[src/rtl/core/hto_pkg.sv]
// ----------------------------------------------------------------------------
// hto_pkg
// Shared types and codes for the hash table with a common overflow area.
// ----------------------------------------------------------------------------
package hto_pkg;

  localparam int KEY_W     = 15;
  localparam int CMD_W     = 2;
  localparam int STATUS_W  = 3;
  localparam int SLOT_W    = 3;

  localparam logic [CMD_W-1:0] CMD_INSERT = 2'd0;
  localparam logic [CMD_W-1:0] CMD_LOOKUP = 2'd1;
  localparam logic [CMD_W-1:0] CMD_REMOVE = 2'd2;

  localparam logic [STATUS_W-1:0] ST_INSERTED  = 3'd0;
  localparam logic [STATUS_W-1:0] ST_DROPPED   = 3'd1;
  localparam logic [STATUS_W-1:0] ST_FOUND     = 3'd2;
  localparam logic [STATUS_W-1:0] ST_NOT_FOUND = 3'd3;
  localparam logic [STATUS_W-1:0] ST_REMOVED   = 3'd4;

  // search probe travelling along the overflow cells
  typedef struct packed {
    logic             vld;
    logic [KEY_W-1:0] key;
    logic             found;
  } probe_t;

  // write command broadcast to the overflow cells
  typedef struct packed {
    logic             wr;
    logic             clr;
    logic [KEY_W-1:0] key;
  } cell_wr_t;

endpackage

[src/rtl/core/hto_if.sv]
// ----------------------------------------------------------------------------
// hto_if
// Valid/ready channels for command beats and result beats.
// ----------------------------------------------------------------------------
interface hto_in_if;
  import hto_pkg::*;
  logic             valid;
  logic             ready;
  logic [CMD_W-1:0] cmd;
  logic [KEY_W-1:0] key;
  modport source (output valid, output cmd, output key, input ready);
  modport sink (input valid, input cmd, input key, output ready);
endinterface

interface hto_out_if;
  import hto_pkg::*;
  logic                valid;
  logic                ready;
  logic [STATUS_W-1:0] status;
  logic                in_overflow;
  logic [SLOT_W-1:0]   slot;
  modport source (output valid, output status, output in_overflow, output slot, input ready);
  modport sink (input valid, input status, input in_overflow, input slot, output ready);
endinterface

[src/rtl/core/hash_table_overflow_area_top.sv]
// ----------------------------------------------------------------------------
// hash_table_overflow_area_top
// Keyed table: remainder hashing into primary slots, shared overflow area.
// ----------------------------------------------------------------------------
// Each command beat (insert, lookup, remove) gives one result beat. One
// command is in work at a time. From accept to its result beat, the search
// probe walks the row of TABLE_SLOTS overflow cells one cell a cycle, its
// outcome is registered at the end of the row, the decision registers the
// result, and the result beat follows. The key remainder (a reciprocal
// multiply and a subtract) and the primary key read run beside the probe
// walk. A new command is taken while a result still waits on the output
// register. The overflow area fills in order; removed overflow slots are not
// reused, and an insert that meets a taken primary slot and a full overflow
// area is dropped with its own status.
module hash_table_overflow_area_top #(
  parameter int TABLE_SLOTS = 8
) (
  input  logic      clk,
  input  logic      rst_n,
  hto_in_if.sink    in_if,
  hto_out_if.source out_if
);
  import hto_pkg::*;

  localparam int N  = TABLE_SLOTS;
  localparam int IW = $clog2(N);
  localparam int FW = $clog2(N + 1);

  localparam logic [1:0] S_IDLE = 2'd0;
  localparam logic [1:0] S_HASH = 2'd1;
  localparam logic [1:0] S_WAIT = 2'd2;

  logic [1:0]        state_r;
  logic [1:0]        state_nxt;
  logic [CMD_W-1:0]  cmd_r;
  logic [KEY_W-1:0]  key_r;
  logic [IW-1:0]     home_r;
  logic [KEY_W-1:0]  pkey_mem [N];
  logic [KEY_W-1:0]  pkey_rd_r;
  logic [N-1:0]      pvalid_r;
  logic [FW-1:0]     fill_r;
  probe_t            probe_in_r;
  probe_t            probe_w [N+1];
  logic [IW-1:0]     pidx_w [N+1];
  logic              chain_done_r;
  logic              ovf_hit_r;
  logic [IW-1:0]     ovf_idx_r;
  cell_wr_t          wcmd;
  logic [IW-1:0]     wsel;
  logic              in_fire;
  logic              rem_done;
  logic [IW-1:0]     rem;
  logic              dec;
  logic              pri_hit;
  logic              pk_we;
  logic              pv_set;
  logic              pv_clr;
  logic              fill_inc;
  logic [STATUS_W-1:0] res_status;
  logic              res_ovf;
  logic [IW-1:0]     res_idx;
  logic              out_valid_r;
  logic [STATUS_W-1:0] out_status_r;
  logic              out_ovf_r;
  logic [SLOT_W-1:0] out_slot_r;

  assign in_if.ready = (state_r == S_IDLE);
  assign in_fire     = in_if.valid && in_if.ready;

  hto_rem #(.N(N)) u_rem (
    .clk     (clk),
    .rst_n   (rst_n),
    .start_i (in_fire),
    .key_i   (in_if.key),
    .done_o  (rem_done),
    .rem_o   (rem)
  );

  assign probe_w[0] = probe_in_r;
  assign pidx_w[0]  = '0;

  for (genvar g = 0; g < N; g++) begin : g_cell
    hto_cell #(.N(N), .INDEX(g)) u_cell (
      .clk     (clk),
      .rst_n   (rst_n),
      .probe_i (probe_w[g]),
      .idx_i   (pidx_w[g]),
      .probe_o (probe_w[g+1]),
      .idx_o   (pidx_w[g+1]),
      .wcmd_i  (wcmd),
      .wsel_i  (wsel)
    );
  end

  assign dec     = (state_r == S_WAIT) && chain_done_r && (!out_valid_r || out_if.ready);
  assign pri_hit = pvalid_r[home_r] && (pkey_rd_r == key_r);

  always_comb begin
    res_status = ST_NOT_FOUND;
    res_ovf    = 1'b0;
    res_idx    = '0;
    pk_we      = 1'b0;
    pv_set     = 1'b0;
    pv_clr     = 1'b0;
    fill_inc   = 1'b0;
    wcmd.wr    = 1'b0;
    wcmd.clr   = 1'b0;
    wcmd.key   = key_r;
    wsel       = fill_r[IW-1:0];
    case (cmd_r)
      CMD_INSERT: begin
        if (!pvalid_r[home_r]) begin
          res_status = ST_INSERTED;
          res_idx    = home_r;
          pk_we      = dec;
          pv_set     = dec;
        end else if (fill_r < FW'(N)) begin
          res_status = ST_INSERTED;
          res_ovf    = 1'b1;
          res_idx    = fill_r[IW-1:0];
          wcmd.wr    = dec;
          fill_inc   = dec;
        end else begin
          res_status = ST_DROPPED;
        end
      end
      CMD_LOOKUP, CMD_REMOVE: begin
        if (pri_hit) begin
          res_status = (cmd_r == CMD_REMOVE) ? ST_REMOVED : ST_FOUND;
          res_idx    = home_r;
          pv_clr     = dec && (cmd_r == CMD_REMOVE);
        end else if (ovf_hit_r) begin
          res_status = (cmd_r == CMD_REMOVE) ? ST_REMOVED : ST_FOUND;
          res_ovf    = 1'b1;
          res_idx    = ovf_idx_r;
          wsel       = ovf_idx_r;
          wcmd.clr   = dec && (cmd_r == CMD_REMOVE);
        end
      end
      default: begin
        res_status = ST_NOT_FOUND;
      end
    endcase
  end

  always_comb begin
    state_nxt = state_r;
    case (state_r)
      S_IDLE: if (in_fire) state_nxt = S_HASH;
      S_HASH: if (rem_done) state_nxt = S_WAIT;
      S_WAIT: if (dec) state_nxt = S_IDLE;
      default: state_nxt = S_IDLE;
    endcase
  end

  always_ff @(posedge clk) begin
    if (!rst_n) begin
      state_r        <= S_IDLE;
      pvalid_r       <= '0;
      fill_r         <= '0;
      probe_in_r.vld <= 1'b0;
      chain_done_r   <= 1'b0;
      out_valid_r    <= 1'b0;
    end else begin
      state_r        <= state_nxt;
      probe_in_r.vld <= in_fire;
      if (in_fire) begin
        chain_done_r <= 1'b0;
      end else if (probe_w[N].vld) begin
        chain_done_r <= 1'b1;
      end
      if (pv_set) begin
        pvalid_r[home_r] <= 1'b1;
      end else if (pv_clr) begin
        pvalid_r[home_r] <= 1'b0;
      end
      if (fill_inc) begin
        fill_r <= fill_r + 1'b1;
      end
      if (dec) begin
        out_valid_r <= 1'b1;
      end else if (out_if.ready) begin
        out_valid_r <= 1'b0;
      end
    end
    probe_in_r.key   <= in_if.key;
    probe_in_r.found <= 1'b0;
  end

  always_ff @(posedge clk) begin
    if (in_fire) begin
      cmd_r <= in_if.cmd;
      key_r <= in_if.key;
    end
    if (probe_w[N].vld) begin
      ovf_hit_r <= probe_w[N].found;
      ovf_idx_r <= pidx_w[N];
    end
    if (dec) begin
      out_status_r <= res_status;
      out_ovf_r    <= res_ovf;
      out_slot_r   <= SLOT_W'(res_idx);
    end
  end

  always_ff @(posedge clk) begin
    if (pk_we) begin
      pkey_mem[home_r] <= key_r;
    end
    if (rem_done) begin
      pkey_rd_r <= pkey_mem[rem];
      home_r    <= rem;
    end
  end

  assign out_if.valid       = out_valid_r;
  assign out_if.status      = out_status_r;
  assign out_if.in_overflow = out_ovf_r;
  assign out_if.slot        = out_slot_r;

  a_fill_bound: assert property (@(posedge clk) disable iff (!rst_n)
    fill_r <= FW'(N))
    else $error("overflow fill count past table size");

  a_probe_busy: assert property (@(posedge clk) disable iff (!rst_n)
    probe_w[N].vld |-> (state_r != S_IDLE))
    else $error("search probe left the chain with no command in work");

  a_drop_full: assert property (@(posedge clk) disable iff (!rst_n)
    (dec && (res_status == ST_DROPPED)) |-> (fill_r == FW'(N)))
    else $error("insert dropped while overflow area has room");

  a_accept_hash: assert property (@(posedge clk) disable iff (!rst_n)
    in_fire |=> (state_r == S_HASH))
    else $error("accepted command did not start hashing");

endmodule

[src/rtl/core/hto_rem.sv]
// ----------------------------------------------------------------------------
// hto_rem
// Key remainder by the slot count: reciprocal multiply, then subtract.
// ----------------------------------------------------------------------------
module hto_rem #(
  parameter int N = 8
) (
  input  logic                         clk,
  input  logic                         rst_n,
  input  logic                         start_i,
  input  logic [hto_pkg::KEY_W-1:0]    key_i,
  output logic                         done_o,
  output logic [$clog2(N)-1:0]         rem_o
);
  import hto_pkg::*;

  localparam int IW = $clog2(N);
  // quotient is floor(key * RECIP / 2**SH), exact over the whole key range
  localparam int SH = KEY_W + IW;
  localparam int MW = KEY_W + 2;
  localparam int PW = KEY_W + MW;
  localparam logic [MW-1:0]    RECIP   = MW'((2 ** SH + N - 1) / N);
  localparam logic [KEY_W-1:0] DIVISOR = KEY_W'(N);

  logic [PW-1:0]    prod;
  logic [KEY_W-1:0] quo;
  logic [KEY_W-1:0] back;
  logic [KEY_W-1:0] key_r;
  logic [KEY_W-1:0] quo_r;
  logic [IW-1:0]    rem_r;
  logic             stage_r;
  logic             done_r;

  assign prod = PW'(key_i) * PW'(RECIP);
  assign quo  = KEY_W'(prod >> SH);
  assign back = quo_r * DIVISOR;

  always_ff @(posedge clk) begin
    if (!rst_n) begin
      stage_r <= 1'b0;
      done_r  <= 1'b0;
    end else begin
      stage_r <= start_i;
      done_r  <= stage_r;
    end
  end

  always_ff @(posedge clk) begin
    if (start_i) begin
      key_r <= key_i;
      quo_r <= quo;
    end
    if (stage_r) begin
      rem_r <= IW'(key_r - back);
    end
  end

  assign done_o = done_r;
  assign rem_o  = rem_r;

endmodule

[src/rtl/core/hto_cell.sv]
// ----------------------------------------------------------------------------
// hto_cell
// One overflow slot: holds a key and its valid bit, checks the passing probe.
// ----------------------------------------------------------------------------
module hto_cell #(
  parameter int N     = 8,
  parameter int INDEX = 0
) (
  input  logic                    clk,
  input  logic                    rst_n,
  input  hto_pkg::probe_t         probe_i,
  input  logic [$clog2(N)-1:0]    idx_i,
  output hto_pkg::probe_t         probe_o,
  output logic [$clog2(N)-1:0]    idx_o,
  input  hto_pkg::cell_wr_t       wcmd_i,
  input  logic [$clog2(N)-1:0]    wsel_i
);
  import hto_pkg::*;

  localparam int IW = $clog2(N);

  logic [KEY_W-1:0] key_r;
  logic             valid_r;
  probe_t           probe_r;
  logic [IW-1:0]    idx_r;
  logic             sel;
  logic             hit;

  assign sel = (wsel_i == IW'(INDEX));
  assign hit = probe_i.vld && !probe_i.found && valid_r && (key_r == probe_i.key);

  always_ff @(posedge clk) begin
    if (!rst_n) begin
      valid_r     <= 1'b0;
      probe_r.vld <= 1'b0;
    end else begin
      if (sel && wcmd_i.wr) begin
        valid_r <= 1'b1;
      end else if (sel && wcmd_i.clr) begin
        valid_r <= 1'b0;
      end
      probe_r.vld <= probe_i.vld;
    end
    probe_r.key   <= probe_i.key;
    probe_r.found <= probe_i.found | hit;
  end

  always_ff @(posedge clk) begin
    if (sel && wcmd_i.wr) begin
      key_r <= wcmd_i.key;
    end
    idx_r <= hit ? IW'(INDEX) : idx_i;
  end

  assign probe_o = probe_r;
  assign idx_o   = idx_r;

endmodule
[src/flat_wrapper.sv]
// flat-port wrapper written by rule: the top's interface ports become plain ports
module hash_table_overflow_area_top_flat import hto_pkg::*;
#(
  parameter int TABLE_SLOTS = 8
)
  (clk, rst_n, in_if_valid, in_if_cmd, in_if_key, in_if_ready, out_if_valid, out_if_status, out_if_in_overflow, out_if_slot, out_if_ready);
  hto_in_if in_if_i ();
  hto_out_if out_if_i ();
  input  logic clk;
  input  logic rst_n;
  input wire logic [$bits(in_if_i.valid)-1:0] in_if_valid;
  input wire logic [$bits(in_if_i.cmd)-1:0] in_if_cmd;
  input wire logic [$bits(in_if_i.key)-1:0] in_if_key;
  output wire logic [$bits(in_if_i.ready)-1:0] in_if_ready;
  output wire logic [$bits(out_if_i.valid)-1:0] out_if_valid;
  output wire logic [$bits(out_if_i.status)-1:0] out_if_status;
  output wire logic [$bits(out_if_i.in_overflow)-1:0] out_if_in_overflow;
  output wire logic [$bits(out_if_i.slot)-1:0] out_if_slot;
  input wire logic [$bits(out_if_i.ready)-1:0] out_if_ready;
  assign in_if_i.valid = in_if_valid;
  assign in_if_i.cmd = in_if_cmd;
  assign in_if_i.key = in_if_key;
  assign in_if_ready = in_if_i.ready;
  assign out_if_valid = out_if_i.valid;
  assign out_if_status = out_if_i.status;
  assign out_if_in_overflow = out_if_i.in_overflow;
  assign out_if_slot = out_if_i.slot;
  assign out_if_i.ready = out_if_ready;
  hash_table_overflow_area_top #(.TABLE_SLOTS(TABLE_SLOTS)) u_core (.clk(clk), .rst_n(rst_n), .in_if(in_if_i), .out_if(out_if_i));
endmodule
[config.mk]
export PLATFORM = sky130hd
export DESIGN_NAME = hash_table_overflow_area_top_flat
export DESIGN_NICKNAME = d
export VERILOG_FILES = /design/src/rtl/core/hto_pkg.sv /design/src/rtl/core/hto_if.sv /design/src/rtl/core/hash_table_overflow_area_top.sv /design/src/rtl/core/hto_rem.sv /design/src/rtl/core/hto_cell.sv /design/src/flat_wrapper.sv
export SDC_FILE = /design/constraint.sdc
export NUM_CORES = 1
export LEC_CHECK = 0
export BUFFER_PORTS_ARGS = -buffer_cell sky130_fd_sc_hd__buf_4
export CORE_ASPECT_RATIO = 0.75
export CORE_MARGIN = 8
export CORE_UTILIZATION = 30
export CTS_BUF_LIST = sky130_fd_sc_hd__clkbuf_8
export DETAILED_ROUTE_END_ITERATION = 10
export PLACE_DENSITY = 0.55
export SLEW_MARGIN = 15
export SYNTH_ARGS = -nofsm -noshare
export SYNTH_HDL_FRONTEND = slang
export SYNTH_SLANG_ARGS = --single-unit
[constraint.sdc]
create_clock -name clk -period 4.9 [get_ports clk]
set_clock_uncertainty 0.2 [all_clocks]
set_input_delay 1.225 -clock clk [delete_from_list [all_inputs] [get_ports clk]]
set_output_delay 1.225 -clock clk [all_outputs]
set_load 0.005 [all_outputs]
# Yosys cells after proc, flatten, opt, wreduce, memory -nomap -nowiden
# Memories as Yosys holds them, arrays and structs flattened. A register that Yosys moved wholly into a read port is not among the register bits.
# Index checks and enable logic that the tools add are counted.
[totals]
reg_bits = 332
mem_bits_rw = 120
input_bits = 21
elab_cells = 231
n_memories = 1
[mem_list]
columns = ["memory", "depth", "word_bits", "read_ports", "rd_ports_with_merged_regs", "write_ports", "line", "rtl"]
rows = [
  ["u_core.pkey_mem", 8, 15, 1, 1, 1, "hash_table_overflow_area_top.sv:38", "logic [KEY_W-1:0] pkey_mem [N];"],
]
[op_classes]
n_addsub = 2
n_lt_le_gt_ge = 3
eq_ne = 23
muxes = 59
bitwise_logic = 11
n_reduce_logical = 70
[ops]
columns = ["cell", "n"]
rows = [
  ["15-bit equality test", 9],
  ["1-bit logical AND", 45],
  ["1-bit two-way mux", 38],
  ["3-bit two-way mux", 10],
  ["2-bit nonzero test", 10],
  ["8-bit two-way mux", 2],
  ["3-bit equality test (second input constant)", 4],
  ["3-bit one-hot mux with 2 select lines", 2],
  ["8-bit bitwise AND", 1],
  ["1-bit logical NOT", 8],
  ["8-bit inverter", 1],
  ["8-bit bitwise OR", 1],
  ["1-bit bitwise OR", 7],
  ["3-bit by 2-bit equality test with 1-bit output (second input constant)", 2],
  ["2-bit two-way mux", 3],
  ["2-bit one-hot mux with 3 select lines", 1],
  ["4-bit by 1-bit adder with 4-bit output (second input constant)", 1],
  ["2-bit by 1-bit equality test with 1-bit output (second input constant)", 2],
  ["2-bit equality test (second input constant)", 2],
  ["2-bit logical NOT", 2],
  ["3-bit by 4-bit < comparator with 1-bit output (second input constant)", 1],
  ["4-bit < comparator (second input constant)", 1],
  ["2-bit inequality test (second input constant)", 2],
  ["2-bit OR reduction", 2],
  ["other kinds (11)", 11],
]

# Longest topological paths before layout
# Gate-level depths: netlist (run 1).
[logic_depth]
ltp_word = 10
mapped_depth = 9
mapped_depth_nobuf = 6

# By module
# A second synthesis (run 1) with hierarchy kept.
[hier_totals]
hier_cells = 941
hier_area_um2 = 16636.0
[by_module_without_submodules]
columns = ["module", "instances", "cells_per_inst", "area_per_inst_um2"]
rows = [
  ["hash_table_overflow_area_top", 1, 402, 7566.0],
  ["hto_cell at u_core.g_cell[3].u_cell ...", 3, 66, 1106.1],
  ["hto_cell at u_core.g_cell[1].u_cell ...", 2, 66, 1109.8],
  ["hto_cell at u_core.g_cell[4].u_cell", 1, 67, 1101.1],
  ["hto_cell at u_core.g_cell[0].u_cell", 1, 66, 1099.8],
  ["hto_cell at u_core.g_cell[7].u_cell", 1, 66, 1098.6],
  ["hto_rem", 1, 10, 232.7],
]

# Least setup slack after synthesis (run 1)
# Ideal clock, no wire load.
[synth_path]
path_kind = "reg-to-reg"
start = "register u_core.key_r[8]"
end = "register u_core.g_cell[0].u_cell.key_r[0] (enable)"
setup_ns = 0.406
arrival_ns = 3.431
required_ns = 4.294
setup_slack_ns = 0.863
stages_incl_launch_ff = 8
cell_sequence = "edfxtp_1 xnor2_1 nand4_1 or4b_1 buf_2 o311ai_4 mux2_2 nor3_1"
[synth_via]
elab_chain_cells = 6
[synth_lines]
columns = ["item", "line", "rtl"]
rows = [
  ["from (decl)", "hash_table_overflow_area_top.sv:36", "logic [KEY_W-1:0] key_r;"],
  ["from (signal assigned)", "hash_table_overflow_area_top.sv:193", "key_r <= in_if.key;"],
  ["15-bit equality test", "hash_table_overflow_area_top.sv:96", "assign pri_hit = pvalid_r[home_r] && (pkey_rd_r == key_r);"],
  ["1-bit logical AND", "hash_table_overflow_area_top.sv:96", ""],
  ["3-bit two-way mux", "hash_table_overflow_area_top.sv:128", "if (pri_hit) begin"],
  ["3-bit two-way mux", "hash_table_overflow_area_top.sv:110", "case (cmd_r)"],
  ["3-bit logical NOT", "hto_cell.sv:29", "assign sel = (wsel_i == IW'(INDEX));"],
  ["1-bit logical AND", "hto_cell.sv:49", "if (sel && wcmd_i.wr) begin"],
  ["to (signal assigned)", "hto_cell.sv:50", "key_r <= wcmd_i.key;"],
  ["to (decl)", "hto_cell.sv:22", "logic [KEY_W-1:0] key_r;"],
]
# Every way passes these cells.
# A chain may end at the register's enable or synchronous reset.

# Worst setup path in the final report (run 1)
[layout_path]
start = "register u_core.key_r[11]"
end = "register u_core.g_cell[1].u_cell.key_r[5] (enable)"
[layout_via]
elab_chain_cells = 6
[layout_lines]
columns = ["item", "line"]
rows = [
  ["15-bit equality test", "hash_table_overflow_area_top.sv:96"],
  ["1-bit logical AND", "hash_table_overflow_area_top.sv:96"],
  ["3-bit two-way mux", "hash_table_overflow_area_top.sv:128"],
  ["3-bit two-way mux", "hash_table_overflow_area_top.sv:110"],
  ["3-bit by 1-bit equality test with 1-bit output", "hto_cell.sv:29"],
  ["1-bit logical AND", "hto_cell.sv:49"],
  ["to (signal assigned)", "hto_cell.sv:50"],
  ["to (decl)", "hto_cell.sv:22"],
]
# Every way passes these cells.

==> run summary, run 1 <==
Die Y-Extent - 216 µm
largest net degree at the start of global routing - 29
final wirelength - 36.1 mm
Crit path arrival time - 4.33 ns
die area - 0.0609 mm²
PnR worst setup slack - 0.717 ns
DR iter-0 viols - 670
CP Class - reg2reg
VDD IR max - 0.183 mV
die width - 282 µm
row count - 73
final hold vios - 0
Area contributors post-synth - edfxtp_1, dfxtp_1, xor2_1
wire length per cell - 20.2 µm
CTS buffer count - 67
ys async rst share - 0%
clock transition at the registers of the reported paths - 0.06 ns
share of the synthesized area in the top cell type - 54.4%
Post-synth EDFFs - 289
f_max - 239 MHz
core outline area - 0.0528 mm²
worst-case clock buffer depth - 3
FILL cells - 5,047
Final Max Tran Viols - 0
share of cells above drive strength 1 - 20.6%
crit path max fanout - 17
Synth Area in XOR/XNOR - 7.47%
GRT Residual Overflow - 0
Yosys Warn Count - 0
Most used DFF post-synth - edfxtp_1
initial antenna violation count - 0
number of global-route vias before repair - 7,956
worst slew pin tran - 1.00 ns
Initial Utilization - 30.2%
Post-Synth Adder-Cell Area - 0.314%
CTS root buf - clkbuf_8
CP Launch Type - flip-flop
final antenna-violating net count - 0
HPWL after DPL - 23.3 mm
Synth Register Bits - 467
total setup buffers inserted after CTS - 0
Vias - 7,958
Synth Area in Compound Gates - 2.57%
RSZ-0062 raised after global routing - false
GPL Wtd Cong - 0.750
area grow syn2layout - 16.5%
Hold Crit Start - u_core.g_cell[0].u_cell.probe_o[12]
Critical Path RT - 5.04 ns
FF-to-FF Start - u_core.key_r[11]
Net Count, Synth - 937
synthesized cell area - 0.0159 mm²
IO Port Bufs - 29
final period demand of the worst path - 4.18 ns
Max Cap Violations - 0
Hold Path Class - reg2reg
post-synth cell types - 49
outcome - finished clean
I/O pin cnt - 30
hold_buf cts - 0
most instantiated cells after synthesis - edfxtp_1, dfxtp_1, xor2_1
Hold WS - 0.157 ns
clock sinks - 467
Synth Instances - 912
Synth Area in Simple Gates - 6.20%
drt drc - 0
Synth area leader - edfxtp_1
worst relative slew slack - 32.1%
Avg Inst Size Synth - 17.5 µm²
final setup TNS - 0 ns
Power Density - 401 mW/mm²
first-pass GRT wire length - 53.1 mm
H-tree depth - 3
Post-Place Worst Slack - 0.712 ns
multiplexer area fraction after synthesis - 5.89%
main combinational cell family by area after synthesis - XOR/XNOR gates
count leader, synth - edfxtp_1
sequential share of the synthesized area - 76.8%
P_leak - 6.41 nW
CTS tree - built
Final #Nets - 1,049
Post-CTS Resized - 0
DR pass1 iterations - 5
final worst path period share - 85.4%
CP startpoint - u_core.key_r[11]
drt via density - 4.46
Final Setup Violations - 0
worst-skew pair later-pin latency - 0.62 ns
Worst setup EP type - flip-flop
total track usage - 11.9%
## final timing paths
path | to | slack, ns | cells past startpoint
max | u_core.g_cell[1].u_cell.key_r[5] | 0.72 | 7
min | u_core.g_cell[1].u_cell.probe_o[12] | 0.16 | 0
max reg2reg | u_core.g_cell[1].u_cell.key_r[5] | 0.72 | 7
min reg2reg | u_core.g_cell[1].u_cell.probe_o[12] | 0.16 | 0
## cell type report
class / instances / area, µm² / area share [%]
well taps: 712 / 891 / 4.80
clock inverters: 43 / 238 / 1.28
repair buffers: 67 / 503 / 2.71
inverters: 9 / 33.8 / 0.182
diodes: 1 / 2.50 / 0.0135
multi-input cells: 412 / 3630 / 19.5
clock buffers: 75 / 1030 / 5.56
flip-flops and latches: 467 / 12200 / 65.9
## worst max-delay path, cell delays in order (launching register included)
cell      delay, ns
edfxtp_1       0.74
xnor2_1        0.19
nand4_1        0.14
or4b_1         0.71
o311ai_4       0.71
mux2i_1        0.85
nor3_2         0.13
buf_4          0.25
## state kept, by name, indices dropped and copies added (netlist names), 4 cells and up, named ones only
name,cells
u_core.probe_in_r,16
u_core.fill_r,4
u_core.g_cell.u_cell.key_r,120
u_core.g_cell.u_cell.valid_r,8
u_core.pkey_mem,120
u_core.g_cell.u_cell.idx_o,17
u_core.g_cell.u_cell.probe_o,120
u_core.pkey_rd_r,15
u_core.key_r,15
## power by group
group | leakage (nW) | switching [W] | internal, W | total (W)
sequential | 4.09 | 0.0000644 | 0.00424 | 0.00431
combinational | 1.57 | 0.000119 | 0.0000830 | 0.000202
clock | 0.748 | 0.00143 | 0.00151 | 0.00294
total | 6.41 | 0.00161 | 0.00584 | 0.00745
## placed cells by master (no fill, tap or decap), types with 4 or more instances in the layout
master    count
a21oi_1       7
and2_1       17
buf_4        67
clkbuf_8     75
clkinv_1      6
dfxtp_1     178
edfxtp_1    289
ha_1          4
inv_1        39
mux2_2       19
mux2i_1       5
mux4_2       30
nand2_1      14
nand2b_1     22
nand3_1      12
nand4_1      16
nand4b_1      8
nor2_1       21
nor3_2       11
nor4_1       25
o21ai_0       5
o221a_2       8
o311ai_0      8
o41ai_1       8
xnor2_1      54
xor2_1       82
## layer usage
metal	global-route usage, %	up-vias	routed length, µm
met5	0	-	0
met4	3.42	0	644
met3	2.99	64	1970
met2	16.2	219	14900
met1	18.2	4012	18700
li1	-	3663	-
## cell families (layout without fill, tap and decap cells)
| logic type | after synthesis | in the layout |
|---|---|---|
| fa+ha+maj | 4 | 4 |
| xor+xnor | 136 | 136 |
| buf+inv | 33 | 194 |
| compound gates | 49 | 49 |
| simple gates | 169 | 169 |
| flops | 467 | 467 |
| mux | 54 | 54 |
| other cells | 0 | 1 |
## metrics by stage
step	std cells	area, µm²	util, %	total power, W
floorplan	912	15900	-	0.00448
global placement	1667	17300	32.8	0.00459
detailed placement	1667	17300	32.8	0.00460
CTS	1785	18600	35.2	0.00754
global route	1785	18600	35.2	0.00774
finish	1786	18600	35.2	0.00745
No activity file was read; power rests on OpenSTA's default activity.
==> run 2, diff against run 1 <==
--- a/config.mk
+++ b/config.mk
@@ -7,11 +7,11 @@
 export LEC_CHECK = 0
 export BUFFER_PORTS_ARGS = -buffer_cell sky130_fd_sc_hd__buf_4
 export CORE_ASPECT_RATIO = 0.75
-export CORE_MARGIN = 8
-export CORE_UTILIZATION = 30
+export CORE_MARGIN = 4
+export CORE_UTILIZATION = 35
 export CTS_BUF_LIST = sky130_fd_sc_hd__clkbuf_8
 export DETAILED_ROUTE_END_ITERATION = 10
-export PLACE_DENSITY = 0.55
+export PLACE_DENSITY = 0.61
 export SLEW_MARGIN = 15
 export SYNTH_ARGS = -nofsm -noshare
 export SYNTH_HDL_FRONTEND = slang
==> run summary, run 2 (synthesis results as in run 1) <==
commonest non-fill, non-tap cell in the layout - edfxtp_1
H-tree depth - 3 (unchanged)
worst-skew pair later-pin latency - 0.62 ns (about the same)
commonest non-fill, non-tap cells in the layout - edfxtp_1, dfxtp_1, xor2_1, clkbuf_8, buf_4
worst relative slew slack - 21.1% (-11 points)
CP Cell Sequence - xnor2_1, nand4_1, or4b_1, o311ai_4, buf_4, mux2_2, nor3_2
VDD IR max - 0.209 mV (+14%)
CP max stage cell - nor3_2
core outline area - 0.0448 mm² (-15%)
die width - 254 µm (-9.8%)
final hold vios - 0 (unchanged)
CTS tree - built
Cell Area, Placed - 0.0171 mm² (-1.0%)
worst-case clock buffer depth - 3 (unchanged)
f_max - 242 MHz (+1.4%)
Vias - 7,984 (+0.33%)
CP max stage delay - 0.84 ns (about the same)
largest net degree at the start of global routing - 32 (+10%)
delay-heaviest family, CP - simple AND/OR/NAND/NOR gates
Power Density - 402 mW/mm² (+0.22%)
initial antenna violation count - 1 (+1)
final wirelength - 35.4 mm (-2.1%)
CP Class - reg2reg
Finished Layout Cells - 1,661 (-7.0%)
CP Launch Type - flip-flop
Max Cap Violations - 0 (unchanged)
CTS root buf - clkbuf_8
final setup TNS - 0 ns (unchanged)
FILL cells - 3,989 (-21%)
total track usage - 14.6% (+2.8 points)
final worst path period share - 84.2% (-1.2 points)
crit path max fanout - 15 (-2)
first-pass GRT wire length - 52.2 mm (-1.7%)
Post-CTS Resized - 0 (unchanged)
final antenna-violating net count - 0 (unchanged)
Final Max Tran Viols - 0 (unchanged)
number of global-route vias before repair - 8,025 (+0.87%)
total setup buffers inserted after CTS - 0 (unchanged)
PnR worst setup slack - 0.774 ns (+0.0570 ns)
worst slew pin tran - 1.15 ns (+0.145 ns)
row count - 67 (-8.2%)
die area - 0.0491 mm² (-19%)
Buf+Inv Stages, Crit Path - 1 (unchanged)
Worst setup EP type - flip-flop
drt drc - 0 (unchanged)
ANT cells - 0 (-1)
drt via density - 4.81 (+7.9%)
area grow syn2layout - 15.4%
Critical Path RT - 4.90 ns (-0.14 ns)
CTS buffer count - 67 (unchanged)
Final Setup Violations - 0 (unchanged)
clock transition at the registers of the reported paths - 0.07 ns (about the same)
wire length per cell - 21.3 µm (+5.3%)
final period demand of the worst path - 4.13 ns (-0.0570 ns)
DR iter-0 viols - 737 (+10%)
IO Port Bufs - 29 (unchanged)
Initial Utilization - 35.6% (+5.4 points)
Hold Path Class - reg2reg
Post-Place Worst Slack - 0.813 ns (+0.101 ns)
RSZ-0062 raised after global routing - false
Hold WS - 0.145 ns (-0.0119 ns)
hold_buf cts - 0 (unchanged)
Die Y-Extent - 193 µm (-11%)
GPL Wtd Cong - 0.785 (+4.7%)
share of cells above drive strength 1 - 20.7% (+0.055 points)
DR pass1 iterations - 5 (unchanged)
Final #Nets - 1,047 (-0.19%)
Placed Cells - 1,539 (-7.7%)
clock sinks - 467 (unchanged)
P_leak - 6.43 nW (+0.38%)
I/O pin cnt - 30 (unchanged)
post-route cell area - 0.0184 mm² (-0.89%)
GRT Residual Overflow - 0 (unchanged)
HPWL after DPL - 22.8 mm (-2.1%)
Crit path arrival time - 4.13 ns (-0.20 ns)
outcome - finished clean
## run 2: report_power, final
group / switching (W) / internal (W) / total (W)
sequential: 0.0000581 / 0.00424 / 0.00430
combinational: 0.000125 / 0.0000839 / 0.000209
clock: 0.00143 / 0.00146 / 0.00289
## run 2: layer usage
metal,part of all wire [%],track usage (%)
met5,0,0
met4,1.3,3.04
met3,5.9,3.68
met2,42,20.9
met1,50,22.5
## run 2: final cells by class
| cell class | instances | area (µm²) | share of cell area (%) |
|---|---|---|---|
| repair buffers | 65 | 488 | 2.65 |
| inverters | 9 | 33.8 | 0.184 |
| clock buffers | 74 | 1020 | 5.53 |
| flip-flops and latches | 467 | 12200 | 66.5 |
| multi-input cells | 412 | 3640 | 19.8 |
| well taps | 586 | 733 | 3.98 |
| clock inverters | 48 | 249 | 1.35 |
## run 2: final timing paths
kind                                                          start                             endpoint  slack, ns  depth (start not counted)
worst max register to register                      u_core.key_r[4]    u_core.g_cell[3].u_cell.key_r[14]       0.77                          7
worst min-delay path            u_core.g_cell[3].u_cell.probe_o[10]  u_core.g_cell[4].u_cell.probe_o[10]       0.15                          0
worst max-delay path                                u_core.key_r[4]    u_core.g_cell[3].u_cell.key_r[14]       0.77                          7
worst min register to register  u_core.g_cell[3].u_cell.probe_o[10]  u_core.g_cell[4].u_cell.probe_o[10]       0.15                          0
## run 2: stage by stage
| stage | util (%) | total power, W |
|---|---|---|
| finish | 41.0 | 0.00740 |
| global placement | 38.2 | 0.00459 |
| global route | 41.0 | 0.00770 |
| floorplan | - | 0.00448 |
| CTS | 41.0 | 0.00749 |
| detailed placement | 38.2 | 0.00460 |
==> run 3, diff against run 2 <==
--- a/config.mk
+++ b/config.mk
@@ -11,7 +11,7 @@
 export CORE_UTILIZATION = 35
 export CTS_BUF_LIST = sky130_fd_sc_hd__clkbuf_8
 export DETAILED_ROUTE_END_ITERATION = 10
-export PLACE_DENSITY = 0.61
+export PLACE_DENSITY = 0.62
 export SLEW_MARGIN = 15
 export SYNTH_ARGS = -nofsm -noshare
 export SYNTH_HDL_FRONTEND = slang
==> constraint.sdc (replaced) <==
create_clock -name clk -period 3.7 [get_ports clk]
set_clock_uncertainty 0.2 [all_clocks]
set_input_delay 0.925 -clock clk [delete_from_list [all_inputs] [get_ports clk]]
set_output_delay 0.925 -clock clk [all_outputs]
set_load 0.005 [all_outputs]
==> run summary, run 3 (synthesis results as in run 1) <==
wire length per cell - 20.8 µm (-2.6%)
Initial Utilization - 35.6% (unchanged)
drt drc - 0 (unchanged)
initial antenna violation count - 1 (unchanged)
P_leak - 6.48 nW (+0.68%)
largest net degree at the start of global routing - 29 (-9.4%)
Max Cap Violations - 0 (unchanged)
Die Y-Extent - 193 µm (unchanged)
CTS buffer count - 67 (unchanged)
Crit path arrival time - 3.67 ns (-0.46 ns)
clock transition at the registers of the reported paths - 0.07 ns (about the same)
CP max stage cell - mux2i_1
final worst path period share - 95.4% (+11 points)
H-tree depth - 3 (unchanged)
worst-case clock buffer depth - 3 (unchanged)
DR pass1 iterations - 5 (unchanged)
crit path max fanout - 15 (unchanged)
Power Density - 533 mW/mm² (+33%)
GPL Wtd Cong - 0.786 (about the same)
core outline area - 0.0448 mm² (unchanged)
CP max stage delay - 0.82 ns (-0.02 ns)
clock sinks - 467 (unchanged)
commonest non-fill, non-tap cells in the layout - edfxtp_1, dfxtp_1, xor2_1, clkbuf_8, buf_4
worst slew pin tran - 0.992 ns (-0.158 ns)
VDD IR max - 0.242 mV (+16%)
outcome - finished clean
total setup buffers inserted after CTS - 0 (unchanged)
share of cells above drive strength 1 - 21.6% (+0.97 points)
hold_buf cts - 0 (unchanged)
final period demand of the worst path - 3.53 ns (-0.595 ns)
IO Port Bufs - 29 (unchanged)
commonest non-fill, non-tap cell in the layout - edfxtp_1
Vias - 7,828 (-2.0%)
Final Setup Violations - 0 (unchanged)
DR iter-0 viols - 633 (-14%)
Hold Path Class - reg2reg
Final #Nets - 1,057 (+0.96%)
CP Cell Sequence - xnor2_1, nand4_1, or4b_1, o311ai_4, mux2i_1, nor3_2, buf_4
RSZ-0062 raised after global routing - false
f_max - 283 MHz (+17%)
HPWL after DPL - 22.4 mm (-2.0%)
CTS root buf - clkbuf_8
CP Class - reg2reg
Post-CTS Resized - 0 (unchanged)
CP Launch Type - flip-flop
die area - 0.0491 mm² (unchanged)
Final Max Tran Viols - 0 (unchanged)
Critical Path RT - 3.83 ns (-1.07 ns)
final wirelength - 34.8 mm (-1.8%)
FILL cells - 4,011 (+0.55%)
drt via density - 4.68 (-2.7%)
first-pass GRT wire length - 51.7 mm (-0.91%)
GRT Residual Overflow - 0 (unchanged)
final hold vios - 0 (unchanged)
delay-heaviest family, CP - simple AND/OR/NAND/NOR gates
Placed Cells - 1,549 (+0.65%)
row count - 67 (unchanged)
final antenna-violating net count - 0 (unchanged)
Worst setup EP type - flip-flop
total track usage - 14.5% (-0.19 points)
number of global-route vias before repair - 8,025 (unchanged)
area grow syn2layout - 16.5%
worst-skew pair later-pin latency - 0.61 ns (about the same)
Buf+Inv Stages, Crit Path - 1 (unchanged)
Finished Layout Cells - 1,674 (+0.78%)
worst relative slew slack - 33.9% (+13 points)
CTS tree - built
Tot Pwr - 0.00990 W (+34%)
die width - 254 µm (unchanged)
I/O pin cnt - 30 (unchanged)
## run 3: layout make-up
class / count / area, µm² / share of cell area (%)
Inverter: 9 / 33.8 / 0.182
Tap cell: 586 / 733 / 3.95
Timing Repair Buffer: 75 / 626 / 3.37
Clock buffer: 80 / 1100 / 5.92
Clock inverter: 44 / 216 / 1.16
Multi-Input combinational cell: 412 / 3630 / 19.5
Sequential cell: 467 / 12200 / 65.9
Antenna cell: 1 / 2.50 / 0.0135
## run 3: where the power goes
group / leakage, nW / total [W] / internal (W) / switching (W)
registers: 4.09 / 0.00569 / 0.00562 / 0.0000765
clock network: 0.765 / 0.00393 / 0.00204 / 0.00189
logic: 1.62 / 0.000279 / 0.000112 / 0.000167
total: 6.48 / 0.00990 / 0.00777 / 0.00213
## run 3: stage by stage
stage	worst slack [ns]	hold slack (ns)	cell area (µm²)	util (%)	TNS, ns
2_1_floorplan	-0.337	0.149	16000	-	-20.07
3_3_place_gp	0.233	0.155	17300	38.5	0
3_5_place_dp	0.194	0.156	17300	38.5	0
4_1_cts	0.176	0.142	18600	41.4	0
5_1_grt	0.0109	0.148	18600	41.4	0
6_report	0.168	0.149	18600	41.4	0
## run 3: per-layer routing
layer,vias up,wire [µm],GRT usage (%)
li1,3691,-,-
met1,3909,17900,22.0
met2,185,14600,20.5
met3,43,1720,3.87
met4,0,488,3.67
met5,-,0,0
## run 3: final timing paths
| kind | from | endpoint | slack (ns) | cells past startpoint |
|---|---|---|---|---|
| worst min register to register | u_core.probe_in_r[14] | u_core.g_cell[0].u_cell.probe_o[14] | 0.15 | 0 |
| worst min-delay path | u_core.probe_in_r[14] | u_core.g_cell[0].u_cell.probe_o[14] | 0.15 | 0 |
| worst max register to register | u_core.key_r[5] | u_core.g_cell[1].u_cell.key_r[4] | 0.17 | 7 |
| worst max-delay path | u_core.key_r[5] | u_core.g_cell[1].u_cell.key_r[4] | 0.17 | 7 |
